File: src/design/crdr_pkg.sv
// Shared types, constants and helpers of the camera-relative d-pad remapper.
// Depends on nothing; used by crdr_rotate and the core.
package crdr_pkg;

    localparam int KEYS_W = 16;
    localparam int YAW_W  = 16;
    localparam int CTX_W  = 2;

    typedef logic [KEYS_W-1:0] keys_t;
    typedef logic [YAW_W-1:0]  yaw_t;
    typedef logic [CTX_W-1:0]  ctx_t;
    typedef logic [1:0]        quad_t;
    typedef logic [2:0]        bitpos_t;

    // Context codes
    localparam ctx_t CTX_INACTIVE = 2'd0;
    localparam ctx_t CTX_CAMERA   = 2'd1;

    localparam keys_t DIR_MASK         = 16'h00F0;
    localparam keys_t INACTIVE_RELEASE = 16'h03FF;
    localparam yaw_t  QUAD_OFFSET      = 16'h2000;

    // Bit position of each direction in compass order: up, right, down, left
    localparam bitpos_t COMPASS_POS [4] = '{3'd6, 3'd4, 3'd7, 3'd5};

    // Nearest quarter turn: (yaw + 1/8 turn) >> 14, wrapping
    function automatic quad_t yaw_quadrant(input yaw_t yaw);
        yaw_t sum;
        begin
            sum = yaw + QUAD_OFFSET;
            return sum[YAW_W-1 -: 2];
        end
    endfunction

endpackage

File: src/design/crdr_rotate.sv
// Rotates the held directions of an active-low key word by a quarter-turn count.
// Depends on crdr_pkg.
module crdr_rotate
(
    input  crdr_pkg::keys_t keys,
    input  crdr_pkg::quad_t quadrant,
    output crdr_pkg::keys_t rotated
);

    logic [3:0] pressed;
    logic [3:0] moved;

    always_comb
    begin
        for (int i = 0; i < 4; i++)
        begin
            pressed[i] = ~keys[crdr_pkg::COMPASS_POS[i]];
        end
        // a press at index i lands on index i - quadrant
        for (int j = 0; j < 4; j++)
        begin
            moved[j] = pressed[2'(j) + quadrant];
        end
        rotated = keys | crdr_pkg::DIR_MASK;
        for (int j = 0; j < 4; j++)
        begin
            if (moved[j])
            begin
                rotated[crdr_pkg::COMPASS_POS[j]] = 1'b0;
            end
        end
    end

endmodule

File: src/design/camera_relative_dpad_remapper_core.sv
// Top level of the camera-relative d-pad remapper: input stage, remap logic,
// state flags and output register. Depends on crdr_pkg and crdr_rotate.
//
// Usage
//   Slave stream (s_axis_*) carries one controller sample per beat: the
//   active-low key word and the camera yaw in tdata, the yaw flag and the
//   interaction context in tuser. Master stream (m_axis_*) returns one
//   remapped active-low key word per input beat, in order.
//   Path: an accepted input beat passes the input register, then the result
//   register, on its way to its output beat.
//   Throughput: one beat per cycle while m_axis_tready is high. The input
//   register advances whenever the result register is empty or being taken,
//   so a new sample is accepted in the same cycle that a finished result leaves.
//   Stall: while m_axis_tready is low the result holds; one more sample can
//   sit in the input register, after which s_axis_tready drops.
//   Reset (rst_n low, asynchronous): both stages empty, directions blanked
//   until released, no quadrant latched, remembered context inactive.
//   The held-press state (blanking, latched quadrant, last context) updates
//   when a sample moves from the input register to the result register.
module camera_relative_dpad_remapper_core
(
    input  logic        clk,
    input  logic        rst_n,
    input  logic        s_axis_tvalid,
    output logic        s_axis_tready,
    input  logic [31:0] s_axis_tdata,   // [15:0] key_bits, [31:16] yaw_angle
    input  logic [2:0]  s_axis_tuser,   // [0] yaw_valid, [2:1] context_code
    output logic        m_axis_tvalid,
    input  logic        m_axis_tready,
    output logic [15:0] m_axis_tdata    // [15:0] mapped_keys
);

    // Input stage
    logic             in_valid_reg;
    crdr_pkg::keys_t  in_keys_reg;
    crdr_pkg::yaw_t   in_yaw_reg;
    logic             in_yaw_ok_reg;
    crdr_pkg::ctx_t   in_ctx_reg;

    // Result stage
    logic             out_valid_reg;
    crdr_pkg::keys_t  out_keys_reg;
    crdr_pkg::keys_t  out_keys_next;

    // Held-press state
    logic             seen_first_reg,    seen_first_next;
    logic             need_neutral_reg,  need_neutral_next;
    logic             quad_latched_reg,  quad_latched_next;
    crdr_pkg::ctx_t   last_context_reg,  last_context_next;
    crdr_pkg::quad_t  held_quadrant_reg, held_quadrant_next;

    logic             advance;
    logic             in_take;
    logic             held;
    logic             changed;
    logic             nn_mid;
    logic             ql_mid;
    crdr_pkg::quad_t  rot_quad;
    crdr_pkg::keys_t  rotated;

    assign advance       = in_valid_reg && (!out_valid_reg || m_axis_tready);
    assign s_axis_tready = !in_valid_reg || advance;
    assign in_take       = s_axis_tvalid && s_axis_tready;

    assign m_axis_tvalid = out_valid_reg;
    assign m_axis_tdata  = out_keys_reg;

    // any of the four direction bits pressed (low)
    assign held    = ((~in_keys_reg) & crdr_pkg::DIR_MASK) != '0;
    assign changed = in_ctx_reg != last_context_reg;

    // press goes on in the same context with a quadrant already latched
    assign ql_mid   = held && quad_latched_reg && !changed;
    // quadrant the camera branch rotates by: the kept one, or the one latched now
    assign rot_quad = ql_mid ? held_quadrant_reg : crdr_pkg::yaw_quadrant(in_yaw_reg);

    crdr_rotate u_rotate
    (
        .keys     (in_keys_reg),
        .quadrant (rot_quad),
        .rotated  (rotated)
    );

    always_comb
    begin
        // context switch mid-press blanks the directions; release clears all
        nn_mid = held && (need_neutral_reg || (seen_first_reg && changed));

        seen_first_next    = 1'b1;
        last_context_next  = in_ctx_reg;
        need_neutral_next  = nn_mid;
        quad_latched_next  = ql_mid;
        held_quadrant_next = held_quadrant_reg;
        out_keys_next      = in_keys_reg;

        priority if (in_ctx_reg == crdr_pkg::CTX_INACTIVE)
        begin
            need_neutral_next = nn_mid || held;
            out_keys_next     = in_keys_reg | crdr_pkg::INACTIVE_RELEASE;
        end
        else if (nn_mid)
        begin
            out_keys_next = in_keys_reg | crdr_pkg::DIR_MASK;
        end
        else if (in_ctx_reg != crdr_pkg::CTX_CAMERA || !in_yaw_ok_reg)
        begin
            out_keys_next = in_keys_reg;
        end
        else
        begin
            // camera context: latch quadrant at start of press, then rotate
            if (held && !ql_mid)
            begin
                held_quadrant_next = crdr_pkg::yaw_quadrant(in_yaw_reg);
                quad_latched_next  = 1'b1;
            end
            out_keys_next = rotated;
        end
    end

    // Control state
    always_ff @(posedge clk or negedge rst_n)
    begin
        if (!rst_n)
        begin
            in_valid_reg      <= 1'b0;
            out_valid_reg     <= 1'b0;
            seen_first_reg    <= 1'b0;
            need_neutral_reg  <= 1'b1;
            quad_latched_reg  <= 1'b0;
            last_context_reg  <= crdr_pkg::CTX_INACTIVE;
            held_quadrant_reg <= '0;
        end
        else
        begin
            if (in_take)
            begin
                in_valid_reg <= 1'b1;
            end
            else if (advance)
            begin
                in_valid_reg <= 1'b0;
            end

            if (advance)
            begin
                out_valid_reg     <= 1'b1;
                seen_first_reg    <= seen_first_next;
                need_neutral_reg  <= need_neutral_next;
                quad_latched_reg  <= quad_latched_next;
                last_context_reg  <= last_context_next;
                held_quadrant_reg <= held_quadrant_next;
            end
            else if (m_axis_tready)
            begin
                out_valid_reg <= 1'b0;
            end
        end
    end

    // Payload
    always_ff @(posedge clk)
    begin
        if (in_take)
        begin
            in_keys_reg   <= s_axis_tdata[15:0];
            in_yaw_reg    <= s_axis_tdata[31:16];
            in_yaw_ok_reg <= s_axis_tuser[0];
            in_ctx_reg    <= s_axis_tuser[2:1];
        end
        if (advance)
        begin
            out_keys_reg <= out_keys_next;
        end
    end

endmodule

File: config.mk
export PLATFORM = sky130hd
export DESIGN_NAME = camera_relative_dpad_remapper_core
export DESIGN_NICKNAME = d
export VERILOG_FILES = /design/src/design/crdr_pkg.sv /design/src/design/crdr_rotate.sv /design/src/design/camera_relative_dpad_remapper_core.sv
export SDC_FILE = /design/constraint.sdc
export NUM_CORES = 1
export LEC_CHECK = 0
export BUFFER_PORTS_ARGS = -buffer_cell sky130_fd_sc_hd__buf_4
export CELL_PAD_IN_SITES_DETAIL_PLACEMENT = 0
export CELL_PAD_IN_SITES_GLOBAL_PLACEMENT = 1
export CORE_MARGIN = 1.5
export CORE_UTILIZATION = 45
export CTS_CLUSTER_SIZE = 25
export DETAILED_ROUTE_END_ITERATION = 8
export PLACE_DENSITY_LB_ADDON = 0.1
export SLEW_MARGIN = 10
export SYNTH_ARGS = -nofsm -noshare
export SYNTH_HDL_FRONTEND = slang
export SYNTH_SLANG_ARGS = --single-unit
File: constraint.sdc
create_clock -name clk -period 4.5 [get_ports clk]
set_input_delay 0.675 -clock clk [delete_from_list [all_inputs] [get_ports clk]]
set_output_delay 0.675 -clock clk [all_outputs]
set_load 0.05 [all_outputs]
# Yosys cells after proc, flatten, opt, wreduce, memory -nomap -nowiden
# Cells that the tools add are included.
# totals
regBits	60
out_inout_bits	18
wordCells	79
inputBits	39
# classes
muxes	24
order_cmp	4
n_eq_ne	2
reduce_logical	23
bitwise	8
add_sub_neg	4
# ops
operator	count
2-to-1 mux 1 bit	17
adder 16 x 14 -> 16 bit, second input constant	1
2-to-1 mux 8 bit	2
nonzero test 16 bit	1
less-than comparator 2 x 3 -> 1 bit, second input constant	4
binary-select mux 1 bit (select 2 bit)	4
inverter 8 bit	1
logical AND 1 bit	7
inverter 1 bit	7
zero test 1 bit	5
logical OR 1 bit	5
AND reduction 5 bit	1
adder 2 bit, first input constant	2
nonzero test 2 bit	2
adder 1 x 2 -> 2 bit, first input constant	1
zero test 2 bit	1
2-to-1 mux 2 bit	1
inequality test 2 x 1 -> 1 bit, second input constant	1
inequality test 2 bit	1
OR reduction 2 bit	1

# Longest topological paths before layout
# depth
word_depth	11
mapped_depth	7
ltp_nobuf	6

# By module
# From an unflattened synthesis, not the netlist that was laid out.
# hier_totals
cells_unflattened	132
hier_area_um2	2110.8
# by_module_without_submodules
mod	area_each_um2	seq_area_each_um2	instances	cells_each
camera_relative_dpad_remapper_core	1915.6	1367.6	1	116
crdr_rotate	195.2	0.0	1	16

# Worst setup path before layout
# Ideal clock, no wire load.
# synth_path
kind	input -> register
startpoint	input m_axis_tready
endpoint	register in_ctx_reg[0], enable pin
path_buffers	0
setup_slack_ns	2.336
arrival_ns	1.783
stages	2
path_cell_list	nand3b_1 and2_1
# synth_via
elab_chain_cells	4
# synth_lines
element	line_no	rtl
from (decl)	camera_relative_dpad_remapper_core.sv:29	input logic m_axis_tready,
logical OR 1 bit	camera_relative_dpad_remapper_core.sv:61	assign advance = in_valid_reg && (!out_valid_reg || m_axis_tready);
logical AND 1 bit	camera_relative_dpad_remapper_core.sv:61	
logical OR 1 bit	camera_relative_dpad_remapper_core.sv:62	assign s_axis_tready = !in_valid_reg || advance;
logical AND 1 bit	camera_relative_dpad_remapper_core.sv:63	assign in_take = s_axis_tvalid && s_axis_tready;
via in_take	camera_relative_dpad_remapper_core.sv:53	logic in_take;
to (signal assigned)	camera_relative_dpad_remapper_core.sv:169	in_ctx_reg <= s_axis_tuser[2:1];
to (decl)	camera_relative_dpad_remapper_core.sv:38	crdr_pkg::ctx_t in_ctx_reg;
# The timed path passes the listed nets, and every way through them passes these cells.
# A chain may end at the register's enable or synchronous reset.

# Worst setup path after layout
# layout_path
startpoint	register in_yaw_reg[13]
endpoint	register out_keys_reg[4], in the netlist m_axis_tdata[4], data pin
# layout_via
elab_chain_cells	7
# layout_lines
element	line_no	rtl
from (decl)	camera_relative_dpad_remapper_core.sv:36	crdr_pkg::yaw_t in_yaw_reg;
from (signal assigned)	camera_relative_dpad_remapper_core.sv:167	in_yaw_reg <= s_axis_tdata[31:16];
adder 16 x 14 -> 16 bit	crdr_pkg.sv:30	sum = yaw + QUAD_OFFSET;
2-to-1 mux 2 bit	camera_relative_dpad_remapper_core.sv:75	assign rot_quad = ql_mid ? held_quadrant_reg : crdr_pkg::yaw_quadrant(in_yaw_reg);
adder 1 x 2 -> 2 bit	crdr_rotate.sv:22	moved[j] = pressed[2'(j) + quadrant];
binary-select mux 1 bit (select 2 bit)	crdr_rotate.sv:22	
2-to-1 mux 1 bit (not written as such)	crdr_rotate.sv:22	
2-to-1 mux 1 bit	crdr_rotate.sv:27	if (moved[j])
2-to-1 mux 8 bit	camera_relative_dpad_remapper_core.sv:105	else if (in_ctx_reg != crdr_pkg::CTX_CAMERA || !in_yaw_ok_reg)
to (signal assigned)	camera_relative_dpad_remapper_core.sv:173	out_keys_reg <= out_keys_next;
to (decl)	camera_relative_dpad_remapper_core.sv:42	crdr_pkg::keys_t out_keys_reg;
# No other way between the ends. The select of a mux whose other input is x is not followed.

==> results.md <==
### Logic synthesis
* leading register cell type out of synthesis: sky130_fd_sc_hd__edfxtp_1
* simple-gate share of the synthesized area: 15.03%
* fraction of the mapped netlist area in adder cells: 0.5893%
* most frequent cells after synthesis: sky130_fd_sc_hd__edfxtp_1 (38), sky130_fd_sc_hd__nand2_1 (15), sky130_fd_sc_hd__nand2b_1 (12)
* Compound-Gate Fraction of Synth Area: 8.839%
* share of synthesized area spent on multiplexers: 3.300%
* count of warnings emitted by yosys: 0
* proportion of register bits with asynchronous set or reset after synthesis: 19.15%
* area share of the largest cell type after synthesis: 53.74%
* main combinational cell family by area after synthesis: simple AND/OR/NAND/NOR gates
* synth top area cells: sky130_fd_sc_hd__edfxtp_1 (54%), sky130_fd_sc_hd__dfrtp_1 (9.4%), sky130_fd_sc_hd__nand2b_1 (3.5%)
* net count after synthesis: 185
* Yosys top cell by area: sky130_fd_sc_hd__edfxtp_1
* Avg Inst Size Synth: 14.64 um^2
* most frequent cell after synthesis: sky130_fd_sc_hd__edfxtp_1
* flip-flop and latch count after synthesis: 47
* count of unique library cells instantiated by Yosys: 43
* mapped cell area: 0.002123 mm^2
* xor/xnor cell area share of the yosys netlist: 5.362%
* share of the yosys chip area belonging to registers: 64.41%
* number of enable-type register cells in the synthesized netlist: 38
* post-synthesis cell count: 145

### Timing
* setup tns final: 0 ns
* slew at the pin closest to its max-slew limit: 0.9258 ns
* total count of max-transition violations in the final report: 0
* part of the cycle the worst path needs: 46.55%
* worst slew margin relative to its limit: 38.28%
* Max Clock Skew: 0.01183 ns
* Setup violations, final: 0
* final period demand of the worst path: 2.095 ns
* Peak Freq: 0.4774 GHz
* RSZ-0062 raised after global routing: false
* endpoints failing hold: 0

### Worst setup path
* required time at the worst-slack endpoint: 4.55 ns
* CP Launch Type: register
* element type at the critical path end: register
* arrival time of the worst setup path: 2.14 ns
* kind of critical path: register to register
* largest driver fanout on the critical path: 10

### Global route
* overall routing resource usage: 14.90%
* wire length of the first global-routing pass: 5.892 mm
* overflow left after global routing: 0
* initial antenna violation count: 0
* pin count of the biggest net entering global routing: 23
* number of global-route vias before repair: 1292

### Clock tree
* Post-CTS Repair Setup Buffers: 0
* buffers from clock root to sink, at most: 2
* clock root buffer: sky130_fd_sc_hd__clkbuf_8
* TritonCTS Buffers: 5
* CTS clk-pin slew, worst paths: 0.10 ns
* Clock H-tree levels: 2
* cts repair resizes: 0
* Clk Latency, worst-skew pair: 0.30 ns
* clock tree from TritonCTS: yes
* number of sinks on the clock net: 47
* CTS hold repair buffers: 0

### Final layout
* area delta synth->final: 21.63%
* Final Net Count: 230
* cell area after layout: 0.002582 mm^2
* Inserted Diodes: 0
* fraction of layout cells with a size suffix above 1: 37.70%

### Die
* horizontal die dimension: 71.69 um
* core footprint: 0.004444 mm^2
* Die Footprint: 0.005139 mm^2
* number of standard-cell rows in the floorplan: 24
* IO Count: 57
* floorplan die height: 71.69 um
* Initial Utilization: 47.78%

### Placed design
* Post-DP HPWL: 2.642 mm
* placed instance area: 0.002466 mm^2
* port bufs: 43
* final estimated routing congestion in global placement: 0.7947

### Drt
* number of antenna-violating nets in the routed design: 0
* post-detailed-route DRC marker count: 1
* first-iteration detailed-routing DRC count: 153
* Via Count: 1292
* post-detailed-route via-to-cell ratio: 5.317
* DRT Pass-1 Iters: 6
* average detailed-routed wire length per instance: 14.64 um
* final wirelength: 3.558 mm

### Outcome
* violations in the final reports: design-rule violations
* run status: finished, violations left

### Pwr
* static power due to leakage: 0.9999 nW
* total power per unit cell area: 406.0 mW/mm^2
* Peak supply drop: 0.0002647 V
* total chip power: 0.001048 W

### Hold path
* classification of the worst-slack hold path: input pin to async pin

### Run
* max-cap viol count: 0

## placed cells by master, fill, tap and decap left out, drive strengths merged, types with 5 or more instances in the layout
master	instances
edfxtp	38
mux2	5
o21ai	5
clkbuf	5
nand2	17
a21oi	9
nand2b	12
buf	43
nand4	6
or2	7
dfrtp	8
## cell families after synthesis
kind of cell / count (synthesis)
compound gates: 25
xor+xnor: 7
fa+ha+maj: 1
buf+inv: 7
flops: 47
mux: 6
simple gates: 52
## per-stage QoR
step | std cells | hold slack [ns] | worst slack, ns | util (%)
6_report | 243 | 0.1782 | 2.405 | 58.11
5_1_grt | 243 | 0.1781 | 2.291 | 58.11
4_1_cts | 243 | 0.1774 | 2.417 | 58.11
3_5_place_dp | 235 | 0.4045 | 2.419 | 55.49
3_3_place_gp | 235 | 0.4031 | 2.452 | 55.49
2_1_floorplan | 145 | 0.3794 | 2.336 | -
## final timing paths
kind | start | endpoint | slack (ns) | cells after the start
hold / removal | rst_n | held_quadrant_reg[1]$_DFFE_PN0P_ | 0.18 | 1
min in group clk | in_keys_reg[13]$_DFFE_PP_ | m_axis_tdata[13]$_DFFE_PP_ | 0.43 | 0
setup / recovery | in_yaw_reg[13]$_DFFE_PP_ | m_axis_tdata[4]$_SDFFCE_PP1P_ | 2.41 | 6
max in group asynchronous | rst_n | need_neutral_reg$_DFFE_PN1P_ | 4.09 | 1
hold reg to reg | in_keys_reg[13]$_DFFE_PP_ | m_axis_tdata[13]$_DFFE_PP_ | 0.43 | 0
setup reg to reg | in_yaw_reg[13]$_DFFE_PP_ | m_axis_tdata[4]$_SDFFCE_PP1P_ | 2.41 | 6
## routing by layer
layer	track usage, %	vias up	share of wire [%]
met3	3.797	6	5.1
met2	27.26	43	54
met5	0	-	0
met4	5.241	0	1.3
li1	-	625	-
met1	16.73	618	40
## report_power, final
group | switching (W) | internal, W | leakage [nW] | total (W)
registers | 0.0000318 | 0.000514 | 0.459 | 0.000546
logic | 0.000110 | 0.0000802 | 0.482 | 0.000190
clock network | 0.000144 | 0.000168 | 0.0587 | 0.000313
total | 0.000286 | 0.000762 | 1.00 | 0.00105
## final cells by class
type	instances	area, um^2
Clock inverter	3	47.55
Inverter	2	7.507
Clock buffer	5	68.82
Multi-Input combinational cell	91	703.2
Sequential cell	47	1368
Fill cell	385	1862
Tap cell	52	65.06
Timing Repair Buffer	43	322.8
## critical path: stages, from the launching register on
cell and delay (ns):
sky130_fd_sc_hd__edfxtp_1 0.39, sky130_fd_sc_hd__ha_1 0.44, sky130_fd_sc_hd__xor3_1 0.49, sky130_fd_sc_hd__a41oi_1 0.20
sky130_fd_sc_hd__a211oi_1 0.10, sky130_fd_sc_hd__o21ai_0 0.12, sky130_fd_sc_hd__nand4_1 0.11
Note: power is estimated with default switching activity, not from simulation.
